## config.mk

```make
export PLATFORM = sky130hd
export DESIGN_NAME = fuzzy_jaccard_distance
export DESIGN_NICKNAME = d
export VERILOG_FILES = /design/src/sv/fjd_pkg.sv /design/src/sv/fjd_front.sv /design/src/sv/fjd_queue.sv /design/src/sv/fjd_back.sv /design/src/sv/fuzzy_jaccard_distance.sv
export SDC_FILE = /design/constraint.sdc
export NUM_CORES = 2
export LEC_CHECK = 0
export BUFFER_PORTS_ARGS = -buffer_cell sky130_fd_sc_hd__buf_2
export CORE_MARGIN = 1.5
export CORE_UTILIZATION = 50
export CTS_BUF_LIST = sky130_fd_sc_hd__clkbuf_4
export CTS_CLUSTER_DIAMETER = 40
export CTS_CLUSTER_SIZE = 16
export DETAILED_ROUTE_END_ITERATION = 12
export PLACE_DENSITY = 0.71
export SYNTH_ARGS = -nofsm -noshare
export SYNTH_HDL_FRONTEND = slang
export SYNTH_SLANG_ARGS = --single-unit
```

## constraint.sdc

```tcl
create_clock -name clk -period 24.4 [get_ports clk]
set_clock_uncertainty 0.1 [all_clocks]
set_input_delay 3.66 -clock clk [delete_from_list [all_inputs] [get_ports clk]]
set_output_delay 3.66 -clock clk [all_outputs]
set_load 0.05 [all_outputs]
```

## src/sv/fjd_pkg.sv

```systemverilog
`timescale 1ns / 1ps

package fjd_pkg;

  // Q1.16 unit and widths of the datapath
  localparam int Q_W   = 17;
  localparam int SUM_W = 30;
  localparam int CFG_W = 32;
  localparam int IDX_W = 2;

  localparam logic [Q_W-1:0]   ONE_Q16 = 17'd65536;
  localparam logic [SUM_W-1:0] SUM_MAX = {SUM_W{1'b1}};

  // Measure modes; the unused code behaves as generalized
  localparam logic [1:0] MODE_GEN = 2'd0;
  localparam logic [1:0] MODE_ISO = 2'd1;
  localparam logic [1:0] MODE_AVG = 2'd2;

  // Register indexes of the configuration port
  localparam logic [IDX_W-1:0] CFG_MODE  = 2'd0;
  localparam logic [IDX_W-1:0] CFG_ISO   = 2'd1;
  localparam logic [IDX_W-1:0] CFG_LOW   = 2'd2;
  localparam logic [IDX_W-1:0] CFG_GAIN  = 2'd3;

  // Finished sums of one comparison, handed from front to back
  typedef struct packed {
    logic [SUM_W-1:0] uni;
    logic [SUM_W-1:0] inter;
  } sums_t;

  // Queue handshake between front and back
  typedef struct packed {
    logic  push;
    sums_t data;
  } q_wr_t;

  typedef struct packed {
    logic  full;
    logic  valid;
    sums_t data;
  } q_rd_t;

  // Divider sequencer states
  typedef enum logic [2:0] {
    ST_IDLE = 3'b001,
    ST_DIV  = 3'b010,
    ST_HOLD = 3'b100
  } div_state_t;

endpackage

```

## src/sv/fjd_front.sv

```systemverilog
`timescale 1ns / 1ps

module fjd_front #(
  parameter int SAMPLE_BITS = 16
) (
  input  logic                          clk,
  input  logic                          rst_n,
  input  logic                          in_valid,
  output logic                          in_stall,
  input  logic signed [SAMPLE_BITS-1:0] in_sample_first,
  input  logic signed [SAMPLE_BITS-1:0] in_sample_second,
  input  logic                          in_last_sample,
  input  logic [1:0]                    measure_mode,
  input  logic [fjd_pkg::Q_W-1:0]       iso_level,
  input  logic signed [15:0]            range_low,
  input  logic [31:0]                   range_gain,
  input  logic                          q_full,
  output fjd_pkg::q_wr_t                q_wr
);
  import fjd_pkg::*;

  localparam int MW = (SAMPLE_BITS > 16) ? SAMPLE_BITS : 16;
  localparam int DW = MW + 1;
  localparam int PW = DW - 1 + 32;

  logic signed [DW-1:0] diff_a, diff_b;
  logic [DW-2:0]        mag_a, mag_b;
  logic                 adv;

  logic [PW-1:0]        s1_prod_a_r, s1_prod_b_r;
  logic                 s1_last_r, s1_valid_r;

  logic [Q_W-1:0]       na, nb, ta, tb, hi, lo, dab, inc_i, inc_u;
  logic [Q_W-1:0]       s2_inc_i_r, s2_inc_u_r;
  logic                 s2_last_r, s2_valid_r;

  logic [SUM_W-1:0]     inter_r, uni_r, inter_nxt, uni_nxt;

  function automatic logic [Q_W-1:0] sat_norm(input logic [PW-1:0] p);
    logic [Q_W-1:0] res;
    if (p[PW-1:16] > (PW-16)'(ONE_Q16)) res = ONE_Q16;
    else                                res = p[Q_W+15:16];
    return res;
  endfunction

  function automatic logic [SUM_W-1:0] sat_add(input logic [SUM_W-1:0] s,
                                               input logic [Q_W-1:0]   v);
    logic [SUM_W:0] t;
    t = {1'b0, s} + (SUM_W+1)'(v);
    return t[SUM_W] ? SUM_MAX : t[SUM_W-1:0];
  endfunction

  // Hold the whole front while a finished comparison cannot enter the queue
  assign adv      = !(s2_valid_r && s2_last_r && q_full);
  assign in_stall = !adv;

  // Offset each sample; zero out anything at or below the low end
  assign diff_a = {{(DW-SAMPLE_BITS){in_sample_first[SAMPLE_BITS-1]}}, in_sample_first}
                - {{(DW-16){range_low[15]}}, range_low};
  assign diff_b = {{(DW-SAMPLE_BITS){in_sample_second[SAMPLE_BITS-1]}}, in_sample_second}
                - {{(DW-16){range_low[15]}}, range_low};
  assign mag_a  = (diff_a > 0) ? diff_a[DW-2:0] : '0;
  assign mag_b  = (diff_b > 0) ? diff_b[DW-2:0] : '0;

  // Stage 1: scale by the gain
  always_ff @(posedge clk) begin
    if (!rst_n) begin
      s1_valid_r <= 1'b0;
    end else if (adv) begin
      s1_valid_r <= in_valid;
    end
  end

  always_ff @(posedge clk) begin
    if (adv) begin
      s1_prod_a_r <= PW'(mag_a) * PW'(range_gain);
      s1_prod_b_r <= PW'(mag_b) * PW'(range_gain);
      s1_last_r   <= in_last_sample;
    end
  end

  // Stage 2: saturate, threshold in iso mode, and form the two increments
  always_comb begin
    na    = sat_norm(s1_prod_a_r);
    nb    = sat_norm(s1_prod_b_r);
    ta    = na;
    tb    = nb;
    if (measure_mode == MODE_ISO) begin
      ta = (na < iso_level) ? ONE_Q16 : '0;
      tb = (nb < iso_level) ? ONE_Q16 : '0;
    end
    hi    = (ta > tb) ? ta : tb;
    lo    = (ta > tb) ? tb : ta;
    dab   = hi - lo;
    if (measure_mode == MODE_AVG) begin
      inc_i = ONE_Q16 - dab;
      inc_u = ONE_Q16;
    end else begin
      inc_i = ONE_Q16 - hi;
      inc_u = ONE_Q16 - lo;
    end
  end

  always_ff @(posedge clk) begin
    if (!rst_n) begin
      s2_valid_r <= 1'b0;
    end else if (adv) begin
      s2_valid_r <= s1_valid_r;
    end
  end

  always_ff @(posedge clk) begin
    if (adv) begin
      s2_inc_i_r <= inc_i;
      s2_inc_u_r <= inc_u;
      s2_last_r  <= s1_last_r;
    end
  end

  // Accumulate; on the last pair hand the sums on and clear them
  assign inter_nxt = sat_add(inter_r, s2_inc_i_r);
  assign uni_nxt   = sat_add(uni_r, s2_inc_u_r);

  always_ff @(posedge clk) begin
    if (!rst_n) begin
      inter_r <= '0;
      uni_r   <= '0;
    end else if (adv && s2_valid_r) begin
      if (s2_last_r) begin
        inter_r <= '0;
        uni_r   <= '0;
      end else begin
        inter_r <= inter_nxt;
        uni_r   <= uni_nxt;
      end
    end
  end

  assign q_wr.push       = adv && s2_valid_r && s2_last_r;
  assign q_wr.data.uni   = uni_nxt;
  assign q_wr.data.inter = inter_nxt;

endmodule

```

## src/sv/fjd_queue.sv

```systemverilog
`timescale 1ns / 1ps

module fjd_queue (
  input  logic           clk,
  input  logic           rst_n,
  input  fjd_pkg::q_wr_t q_wr,
  input  logic           pop,
  output fjd_pkg::q_rd_t q_rd
);
  import fjd_pkg::*;

  sums_t      slot_r [2];
  logic       wr_ptr_r, rd_ptr_r;
  logic [1:0] cnt_r;
  logic       do_pop;

  assign do_pop     = pop && (cnt_r != 2'd0);
  assign q_rd.full  = (cnt_r == 2'd2);
  assign q_rd.valid = (cnt_r != 2'd0);
  assign q_rd.data  = slot_r[rd_ptr_r];

  // Store a transaction at the write pointer
  always_ff @(posedge clk) begin
    if (q_wr.push) begin
      slot_r[wr_ptr_r] <= q_wr.data;
    end
  end

  // Advance pointers and fill count
  always_ff @(posedge clk) begin
    if (!rst_n) begin
      wr_ptr_r <= 1'b0;
      rd_ptr_r <= 1'b0;
      cnt_r    <= 2'd0;
    end else begin
      if (q_wr.push) wr_ptr_r <= !wr_ptr_r;
      if (do_pop)    rd_ptr_r <= !rd_ptr_r;
      case ({q_wr.push, do_pop})
        2'b10:   cnt_r <= cnt_r + 2'd1;
        2'b01:   cnt_r <= cnt_r - 2'd1;
        default: cnt_r <= cnt_r;
      endcase
    end
  end

endmodule

```

## src/sv/fjd_back.sv

```systemverilog
`timescale 1ns / 1ps

module fjd_back (
  input  logic                    clk,
  input  logic                    rst_n,
  input  fjd_pkg::q_rd_t          q_rd,
  output logic                    pop,
  output logic                    out_valid,
  input  logic                    out_stall,
  output logic [fjd_pkg::Q_W-1:0] out_distance,
  output logic                    out_union_empty
);
  import fjd_pkg::*;

  div_state_t       state_r, state_nxt;
  logic [SUM_W:0]   rem_r;
  logic [SUM_W-1:0] dvs_r;
  logic [Q_W-1:0]   quo_r;
  logic [4:0]       cnt_r;
  logic             empty_r;
  logic             out_valid_r;
  logic [Q_W-1:0]   out_distance_r;
  logic             out_union_empty_r;
  logic             ge;
  logic [SUM_W:0]   rem_sub;
  logic             out_free;

  assign out_free = !out_valid_r || !out_stall;
  assign pop      = (state_r == ST_IDLE) && q_rd.valid;

  // One quotient bit a step: compare, subtract, shift
  assign ge      = rem_r >= {1'b0, dvs_r};
  assign rem_sub = ge ? (rem_r - {1'b0, dvs_r}) : rem_r;

  always_comb begin
    state_nxt = state_r;
    case (state_r)
      ST_IDLE: if (q_rd.valid)      state_nxt = ST_DIV;
      ST_DIV:  if (cnt_r == 5'd0)   state_nxt = ST_HOLD;
      ST_HOLD: if (out_free)        state_nxt = ST_IDLE;
      default:                      state_nxt = ST_IDLE;
    endcase
  end

  always_ff @(posedge clk) begin
    if (!rst_n) state_r <= ST_IDLE;
    else        state_r <= state_nxt;
  end

  // Load the divider from the queue, then iterate
  always_ff @(posedge clk) begin
    case (state_r)
      ST_IDLE: begin
        rem_r   <= (q_rd.data.uni >= q_rd.data.inter)
                   ? {1'b0, q_rd.data.uni - q_rd.data.inter} : '0;
        dvs_r   <= q_rd.data.uni;
        empty_r <= (q_rd.data.uni == '0);
        quo_r   <= '0;
        cnt_r   <= 5'(Q_W - 1);
      end
      ST_DIV: begin
        rem_r <= {rem_sub[SUM_W-1:0], 1'b0};
        quo_r <= {quo_r[Q_W-2:0], ge};
        cnt_r <= cnt_r - 5'd1;
      end
      default: begin
        rem_r <= rem_r;
      end
    endcase
  end

  // Output register: hold until taken
  always_ff @(posedge clk) begin
    if (!rst_n) begin
      out_valid_r <= 1'b0;
    end else if (state_r == ST_HOLD && out_free) begin
      out_valid_r <= 1'b1;
    end else if (!out_stall) begin
      out_valid_r <= 1'b0;
    end
  end

  always_ff @(posedge clk) begin
    if (state_r == ST_HOLD && out_free) begin
      out_distance_r    <= empty_r ? ONE_Q16 : quo_r;
      out_union_empty_r <= empty_r;
    end
  end

  assign out_valid       = out_valid_r;
  assign out_distance    = out_distance_r;
  assign out_union_empty = out_union_empty_r;

endmodule

```

## src/sv/fuzzy_jaccard_distance.sv

```systemverilog
`timescale 1ns / 1ps
// Throughput: one sample pair per cycle while in_stall is low; the 17-step restoring
// divider computes one distance at a time and takes the next comparison only once its
// result is in the output register; a two-entry queue absorbs short comparisons.
// Reset: synchronous, active low; clears sums, queue, divider and output valid,
// and loads the configuration defaults.
module fuzzy_jaccard_distance #(
  parameter int SAMPLE_BITS = 16
) (
  input  logic                          clk,
  input  logic                          rst_n,
  input  logic                          in_valid,
  output logic                          in_stall,
  input  logic signed [SAMPLE_BITS-1:0] in_sample_first,
  input  logic signed [SAMPLE_BITS-1:0] in_sample_second,
  input  logic                          in_last_sample,
  output logic                          out_valid,
  input  logic                          out_stall,
  output logic [fjd_pkg::Q_W-1:0]       out_distance,
  output logic                          out_union_empty,
  input  logic                          cfg_we,
  input  logic [fjd_pkg::IDX_W-1:0]     cfg_index,
  input  logic [fjd_pkg::CFG_W-1:0]     cfg_wdata
);
  import fjd_pkg::*;

  logic [1:0]         mode_r;
  logic [Q_W-1:0]     iso_r;
  logic signed [15:0] low_r;
  logic [31:0]        gain_r;
  q_wr_t              q_wr;
  q_rd_t              q_rd;
  logic               q_pop;

  // Configuration registers
  always_ff @(posedge clk) begin
    if (!rst_n) begin
      mode_r <= MODE_GEN;
      iso_r  <= 17'd32768;
      low_r  <= '0;
      gain_r <= 32'd65536;
    end else if (cfg_we) begin
      case (cfg_index)
        CFG_MODE: mode_r <= cfg_wdata[1:0];
        CFG_ISO:  iso_r  <= cfg_wdata[Q_W-1:0];
        CFG_LOW:  low_r  <= cfg_wdata[15:0];
        CFG_GAIN: gain_r <= cfg_wdata[31:0];
        default:  mode_r <= mode_r;
      endcase
    end
  end

  fjd_front #(
    .SAMPLE_BITS (SAMPLE_BITS)
  ) u_front (
    .clk              (clk),
    .rst_n            (rst_n),
    .in_valid         (in_valid),
    .in_stall         (in_stall),
    .in_sample_first  (in_sample_first),
    .in_sample_second (in_sample_second),
    .in_last_sample   (in_last_sample),
    .measure_mode     (mode_r),
    .iso_level        (iso_r),
    .range_low        (low_r),
    .range_gain       (gain_r),
    .q_full           (q_rd.full),
    .q_wr             (q_wr)
  );

  fjd_queue u_queue (
    .clk   (clk),
    .rst_n (rst_n),
    .q_wr  (q_wr),
    .pop   (q_pop),
    .q_rd  (q_rd)
  );

  fjd_back u_back (
    .clk             (clk),
    .rst_n           (rst_n),
    .q_rd            (q_rd),
    .pop             (q_pop),
    .out_valid       (out_valid),
    .out_stall       (out_stall),
    .out_distance    (out_distance),
    .out_union_empty (out_union_empty)
  );

  // Never push into a full queue
  a_no_overflow: assert property (@(posedge clk) disable iff (!rst_n)
    !(q_wr.push && q_rd.full))
    else $error("queue overflow");

  // Distance stays within 0..1.0
  a_dist_range: assert property (@(posedge clk) disable iff (!rst_n)
    out_valid |-> (out_distance <= ONE_Q16))
    else $error("distance out of range");

  // An empty union always reports a distance of 1.0
  a_empty_one: assert property (@(posedge clk) disable iff (!rst_n)
    (out_valid && out_union_empty) |-> (out_distance == ONE_Q16))
    else $error("empty union without full distance");

  // Pop only while the queue holds a transaction
  a_pop_empty: assert property (@(posedge clk) disable iff (!rst_n)
    q_pop |-> q_rd.valid)
    else $error("pop from empty queue");

endmodule
```

Word-level counts from Yosys, hierarchy flattened
Memories as Yosys holds them, arrays and structs flattened. A register that Yosys moved wholly into a read port is not among the register bits.
Cells that the tools add are included.
- memory bits (writable): 120
- output and inout bits: 20
- flip-flop bits (word level): 371
- input port bits: 72
- memories kept: 1
- memory list (memory ; depth ; width ; rd ports ; clocked after memory_dff ; wr ports ; line ; RTL):
    u_queue.slot_r ; 2 ; 60 ; 1 ; 1 ; 1 ; fjd_queue.sv:12 ; sums_t slot_r [2];
- $lt $le $gt $ge: 9
- mux-type cells: 31
- $mul: 2
- add/sub/neg operators: 13
- reductions and logical operators: 24
- eq/ne operators: 15
- operators with widths (kind ; count):
    30-bit 2-to-1 mux ; 6
    17-bit 2-to-1 mux ; 9
    16-bit by 32-bit multiplier with 48-bit output ; 2
    32-bit by 17-bit greater-than comparator with 1-bit output (second input constant) ; 2
    30-bit by 17-bit adder with 31-bit output ; 2
    31-bit case mux with 2 select lines ; 1
    30-bit subtractor ; 2
    17-bit subtractor (first input constant) ; 3
    17-bit by 1-bit greater-than comparator with 1-bit output (second input constant) ; 2
    17-bit < comparator ; 2
    17-bit case mux with 2 select lines ; 1
    16-bit by 16-bit subtractor with 17-bit output ; 2
    16-bit 2-to-1 mux ; 2
    31-bit by 30-bit >= comparator with 1-bit output ; 1
    30-bit >= comparator ; 1
    30-bit zero test ; 1
    17-bit greater-than comparator ; 1
    17-bit subtractor ; 1
    2-bit == test (second input constant) ; 5
    5-bit case mux with 2 select lines ; 1
    3-bit 2-to-1 mux ; 3
    3-bit case mux with 3 select lines ; 1
    2-bit by 1-bit != test with 1-bit output (second input constant) ; 4
    2-bit AND reduction ; 4
    16 further kinds ; 35

Longest topological paths before layout
- depth after elaboration: 10
- depth in mapped cells: 39
- mapped depth without buffers: 36

By module
From an unflattened synthesis, not the netlist that was laid out.
- cell total of the unflattened synthesis: 6338
- area, all modules: 59111.7 µm²
- modules (own cells, without submodules) (module ; area each (µm²) ; times used ; cells an instance ; sequential area each (µm²)):
    fjd_front ; 44631.6 ; 1 ; 5105 ; 4244.1
    fjd_back ; 7370.8 ; 1 ; 765 ; 3143.0
    fjd_queue ; 4539.4 ; 1 ; 210 ; 3703.6
    fuzzy_jaccard_distance ; 2570.0 ; 1 ; 258 ; 1341.3

Least setup slack after synthesis
OpenSTA, ideal clock, no wires.
- path type: input to register
- start point: in in_sample_second[0]
- end point: reg u_front.s1_prod_b_r[47] (data pin)
- stages on the path: 34
- path slack: 12.347 ns
- arrival: 11.693 ns
- path through: inv_1 ha_1 fa_1 nor2b_1 o2111ai_1 a31oi_1 o2111ai_1 o21bai_1 clkbuf_1 clkbuf_1 clkbuf_1 nand3_1 fa_1 inv_1 fa_1 fa_1 fa_1 fa_1 inv_1 fa_1 inv_1 ha_1 clkbuf_1 a21o_1 a21o_1 a21oi_1 o21ai_0 a221o_1 a21oi_1 o2111a_1 nor3_1 a2111o_1 a21oi_1 xnor2_1
- longest elaborated chain between the ends: 4
- RTL lines (what ; line ; RTL):
    start: declaration ; fuzzy_jaccard_distance.sv:15 ; input logic signed [SAMPLE_BITS-1:0] in_sample_second,
    16-bit by 16-bit subtractor with 17-bit output * ; fjd_front.sv:61 ; - {{(DW-16){range_low[15]}}, range_low};
    17-bit by 1-bit greater-than comparator with 1-bit output ; fjd_front.sv:63 ; assign mag_b = (diff_b > 0) ? diff_b[DW-2:0] : '0;
    16-bit 2-to-1 mux * ; fjd_front.sv:63 ;
    16-bit by 32-bit multiplier with 48-bit output * ; fjd_front.sv:77 ; s1_prod_b_r <= PW'(mag_b) * PW'(range_gain);
    end signal: assignment ; fjd_front.sv:77 ;
    end: declaration ; fjd_front.sv:30 ; logic [PW-1:0] s1_prod_a_r, s1_prod_b_r;
Mark *: on every way between the ends. The rest lies on a longest branch, timed or not.
A chain may end at the register's enable or synchronous reset.

Worst setup path after layout
- start point: in in_sample_first[0]
- end point: reg u_front.s1_prod_a_r[41] (data pin)
- longest elaborated chain between the ends: 4
- RTL lines (what ; line ; RTL):
    start: declaration ; fuzzy_jaccard_distance.sv:14 ; input logic signed [SAMPLE_BITS-1:0] in_sample_first,
    16-bit by 16-bit subtractor with 17-bit output * ; fjd_front.sv:59 ; - {{(DW-16){range_low[15]}}, range_low};
    17-bit by 1-bit greater-than comparator with 1-bit output ; fjd_front.sv:62 ; assign mag_a = (diff_a > 0) ? diff_a[DW-2:0] : '0;
    16-bit 2-to-1 mux * ; fjd_front.sv:62 ;
    16-bit by 32-bit multiplier with 48-bit output * ; fjd_front.sv:76 ; s1_prod_a_r <= PW'(mag_a) * PW'(range_gain);
    end signal: assignment ; fjd_front.sv:76 ;
    end: declaration ; fjd_front.sv:30 ;
Marks and branches as above.

==> results_tabular.tex <==
\begin{tabular}{lr}
\hline
Metric & Value \\
\hline
\multicolumn{2}{l}{\textbf{Layout}} \\
Synth-to-Final Area Change & 5.42\% \\
FF+latch area & between 10000 and 15000 um\^{}2 \\
Combined area of the multi-input logic cells & 41300 um\^{}2 \\
Fraction of layout cells with a size suffix above 1 & 0.0680 \\
Layout net count & $\sim$7500 \\
Count of fill cells added during filler insertion & around 10000 \\
\multicolumn{2}{l}{\textbf{Power}} \\
Share of power burned in combinational logic & 0.597 \\
Worst supply voltage drop on vdd & around 0.11 mV \\
Power density over the cells & 71.8 nW/um\^{}2 \\
Post-layout power & 4.44 mW \\
Net Sw Power & between 2 and 2.5 mW \\
Sequential Power Share & 0.264 \\
Total leakage power & a little under 30 nW \\
Internal power summed over all cells & between 2 and 2.5 mW \\
Switching fraction of total power & 0.473 \\
Power share of the clock group & 0.139 \\
\multicolumn{2}{l}{\textbf{Global routing}} \\
Most used routing layer in global routing & met2 \\
Overflow after GRT & 0 \\
Vias in the first global route & between 40000 and 50000 \\
Met1 track demand over resource in global routing & 0.375 \\
Number of antenna violations at the first check in global routing & 9 \\
GR Layer Usage met3 & 0.0742 \\
First-pass GRT wire length & approximately 260 mm \\
Pin count of the biggest net entering global routing & 162 \\
GR Util met2 & 0.431 \\
Global-route total usage across every layer & 0.277 \\
\multicolumn{2}{l}{\textbf{Worst setup path}} \\
Worst setup SP type & input port \\
Critical Path Sink Type & register \\
Req. time, crit path & roughly 25000 ps \\
Maximum fanout along the worst path & a little under 90 \\
Most frequent CP cell & sky130\_fd\_sc\_hd\_\_fa\_1 \\
Crit Path Category & in2reg \\
Largest stage delay on the critical path & just over 800 ps \\
CP Data Arrival Time & around 14000 ps \\
Cell with the biggest individual delay on the critical path & sky130\_fd\_sc\_hd\_\_a21oi\_1 \\
\multicolumn{2}{l}{\textbf{Timing}} \\
Unrepaired setup endpoints after global routing & no \\
Highest attainable clock frequency & approximately 75 MHz \\
Pin slew with the least headroom to its limit & $\sim$1300 ps \\
Period utilization & 0.546 \\
Setup TNS & 0 ps \\
Count of final setup violators & 0 \\
Final slew viol count & 0 \\
Worst rel slew slack & 0.148 \\
Hold Violations, Final & 0 \\
Final min period & 13320 ps \\
\multicolumn{2}{l}{\textbf{CTS}} \\
Root Buffer & sky130\_fd\_sc\_hd\_\_clkbuf\_4 \\
Resize count post-CTS & 0 \\
Clock Sinks & between 400 and 500 \\
Clock buffer depth & 3 \\
CTS Hold Bufs & 0 \\
Post-CTS Repair Setup Buffers & 0 \\
Worst-Skew Late Latency & 940 ps \\
Clock transition at the registers of the reported paths & 80 ps \\
TritonCTS clock tree & built \\
Number of levels in the clock H-tree & 3 \\
Number of CTS-inserted buffers & around 70 \\
\multicolumn{2}{l}{\textbf{Place}} \\
Placed wire-length estimate after detailed placement & around 120 mm \\
Port Buffers & roughly 90 \\
Routability cong. & roughly 0.96 \\
\multicolumn{2}{l}{\textbf{Synth}} \\
Number of enable flip-flop cells after synthesis & approximately 320 \\
Leading area contributor after synthesis & sky130\_fd\_sc\_hd\_\_fa\_1 \\
Synthesis-stage register bit count & 460 \\
Sequential element share of the synthesized area & 0.212 \\
Synthesized instance count & $\sim$6200 \\
Count of different cell masters after synthesis & 88 \\
Leading post-synthesis cells by cell area & sky130\_fd\_sc\_hd\_\_fa\_1 (29\%), sky130\_fd\_sc\_hd\_\_edfxtp\_1 (16\%), sky130\_fd\_sc\_hd\_\_ha\_1 (9.2\%), sky130\_fd\_sc\_hd\_\_inv\_1 (6.5\%), sky130\_fd\_sc\_hd\_\_dfxtp\_1 (4.7\%) \\
Share of flip-flops with an asynchronous set or reset & 0 \\
Syn\_area\_per\_cell & about 9.4 um\^{}2 \\
Most frequently used flop master after synthesis & sky130\_fd\_sc\_hd\_\_edfxtp\_1 \\
Synthesized Nets & roughly 7600 \\
Post-Syn Area & around 59000 um\^{}2 \\
Top-area cell type share of the netlist area & 0.287 \\
Count of warnings emitted by yosys & 0 \\
\multicolumn{2}{l}{\textbf{Floorplanning}} \\
Initial cell density of the core & 0.505 \\
Die boundary height & between 300 and 400 um \\
DIE AREA & roughly 120000 um\^{}2 \\
Number of top-level pins & a little over 90 \\
Placeable core area & 116000 um\^{}2 \\
\# rows & 125 \\
Die Width & 346 um \\
\multicolumn{2}{l}{\textbf{Job}} \\
Max-cap violation count & 0 \\
\multicolumn{2}{l}{\textbf{Detailed routing}} \\
First-pass iteration count of the detailed router & 6 \\
Number of vias per cell & $\sim$5.8 \\
Post-route DRC & 0 \\
Number of routed nets with antenna violations & 0 \\
Wire length after detailed routing & 164 mm \\
Overall via count from detail\_route & between 40000 and 50000 \\
Iteration-0 DRC Markers & 4175 \\
Wire length per cell & between 20 and 25 um \\
\multicolumn{2}{l}{\textbf{Min path}} \\
Worst min path class & reg2reg \\
\multicolumn{2}{l}{\textbf{Status}} \\
Run status & completed \\
\hline
\end{tabular}
-- metal layers --
layer,vias up,part of all wire
li1,20300,-
met1,22500,0.41
met2,1934,0.45
met3,374,0.10
met4,6,0.035
met5,-,0.00030
-- cell usage in the layout (no fill, tap or decap), drive strengths merged, types with 15 or more instances in the layout --
cell,n
edfxtp,322
or3,16
clkbuf,74
nand2b,27
clkinv,25
xnor2,129
xor2,88
nor3,73
inv,1024
a21o,119
or2,16
nor2,172
a21oi,185
o211ai,15
nand3,293
mux2,37
a31oi,23
o21bai,23
dfxtp,138
mux2i,48
o21a,43
a22o,32
nor3b,29
fa,841
a22oi,30
nor2b,60
nand2,617
and2,265
ha,430
and3,235
nand4,41
buf,183
nand3b,106
nor4,33
a21boi,77
o21ai,168
-- worst max-delay path, delay by kind of cell --
family / cells / cell delay [ps]
adders and majority gates: 9 / 3940
AOI/OAI and AO/OA: 11 / 2890
and+or+nand+nor: 5 / 1860
buffers and inverters: 8 / 1370
xor gates and xnor gates: 1 / 90
-- cells in the mapped netlist, types with 9 or more instances --
cell                       instances
sky130_fd_sc_hd__o21ai_1          16
sky130_fd_sc_hd__a22o_1           32
sky130_fd_sc_hd__mux2_2           37
sky130_fd_sc_hd__a21boi_0         73
sky130_fd_sc_hd__o211ai_1         15
sky130_fd_sc_hd__nand3_1         293
sky130_fd_sc_hd__a22oi_1          30
sky130_fd_sc_hd__dfxtp_1         138
sky130_fd_sc_hd__a221oi_1          9
sky130_fd_sc_hd__o21a_1           43
sky130_fd_sc_hd__ha_1            430
sky130_fd_sc_hd__xnor2_1         129
sky130_fd_sc_hd__nand4_1          41
sky130_fd_sc_hd__fa_1            841
sky130_fd_sc_hd__or3_1            16
sky130_fd_sc_hd__or2_2            14
sky130_fd_sc_hd__and4_1           10
sky130_fd_sc_hd__a31oi_1          23
sky130_fd_sc_hd__a211oi_1         11
sky130_fd_sc_hd__o21ai_0         152
sky130_fd_sc_hd__buf_1             9
sky130_fd_sc_hd__nand2b_1         27
sky130_fd_sc_hd__and3_1          235
sky130_fd_sc_hd__edfxtp_1        322
sky130_fd_sc_hd__o31ai_1          11
sky130_fd_sc_hd__nor3_1           71
sky130_fd_sc_hd__xor2_1           88
sky130_fd_sc_hd__nand3b_1        106
sky130_fd_sc_hd__inv_1          1011
sky130_fd_sc_hd__nand2_1         616
sky130_fd_sc_hd__o21bai_1         22
sky130_fd_sc_hd__or4_1            12
sky130_fd_sc_hd__clkbuf_1        322
sky130_fd_sc_hd__and2_1          265
sky130_fd_sc_hd__nor3b_1          29
sky130_fd_sc_hd__nor4_1           31
sky130_fd_sc_hd__buf_2            10
sky130_fd_sc_hd__nor2b_1          59
sky130_fd_sc_hd__mux2i_1          48
sky130_fd_sc_hd__nor2_1          170
sky130_fd_sc_hd__a21oi_1         183
sky130_fd_sc_hd__a21o_1          119
-- registers in the layout (all words and copies together) (netlist names), 2 cells and up, named ones only --
signal / flops
u_back.state_r: 3
u_back.quo_r: 17
low_r: 16
u_front.s1_prod_a_r: 32
mode_r: 2
u_queue.cnt_r: 2
u_back.out_distance: 17
u_front.s1_prod_b_r: 32
iso_r: 17
u_front.inter_r: 30
gain_r: 32
u_back.dvs_r: 30
u_front.s2_inc_i_r: 17
u_back.rem_r: 31
u_back.cnt_r: 5
u_queue.slot_r: 120
u_front.s2_inc_u_r: 17
u_front.uni_r: 30
-- worst paths after layout --
| kind | start | to | slack (ps) | cells past startpoint |
|---|---|---|---|---|
| max | in_sample_first[0] | u_front.s1_prod_a_r[41] | 11080 | 34 |
| min | gain_r[19] | gain_r[19] | 370 | 2 |
| max reg2reg | low_r[1] | u_front.s1_prod_b_r[47] | 12640 | 35 |
| min reg2reg | gain_r[19] | gain_r[19] | 370 | 2 |
-- logic make-up after synthesis --
kind of cell               Yosys count  share of synthesized area
AOI/OAI and AO/OA                  832                     0.0955
xor gates and xnor gates           217                     0.0324
adders and majority gates         1271                      0.379
buffers and inverters             1359                     0.0877
DFF                                460                      0.212
muxes                               85                     0.0153
and+or+nand+nor                   2015                      0.179
-- final cells by class --
class	instances	share of cell area
multi-input combinational	4420	0.668
timing repair buffer	183	0.0189
clock inverter	54	0.0103
tap	1524	0.0308
antenna	7	0.000283
sequential	460	0.201
inverter	1011	0.0613
clock buffer	74	0.00898
-- power groups by stage --
stage,Clock [mW],Sequential [mW],Combinational [mW]
2_1_floorplan,0,1.14,1.98
3_3_place_gp,0,1.19,2.56
6_report,0.617,1.17,2.65
4_1_cts,0.630,1.17,2.62
3_5_place_dp,0,1.19,2.61
5_1_grt,0.661,1.18,2.93
-- stage by stage --
stage	area [um^2]	hold slack [ps]	instances	util	setup slack [ps]
final	61900	367	7733	0.532	11080
after floorplan	58700	300	6239	-	12350
after detailed placement	60600	356	7598	0.522	10240
after global routing	61800	389	7729	0.532	10490
after global placement	60600	349	7598	0.522	10470
after CTS	61800	369	7726	0.532	11240
No activity file was read; power rests on OpenSTA's default activity.
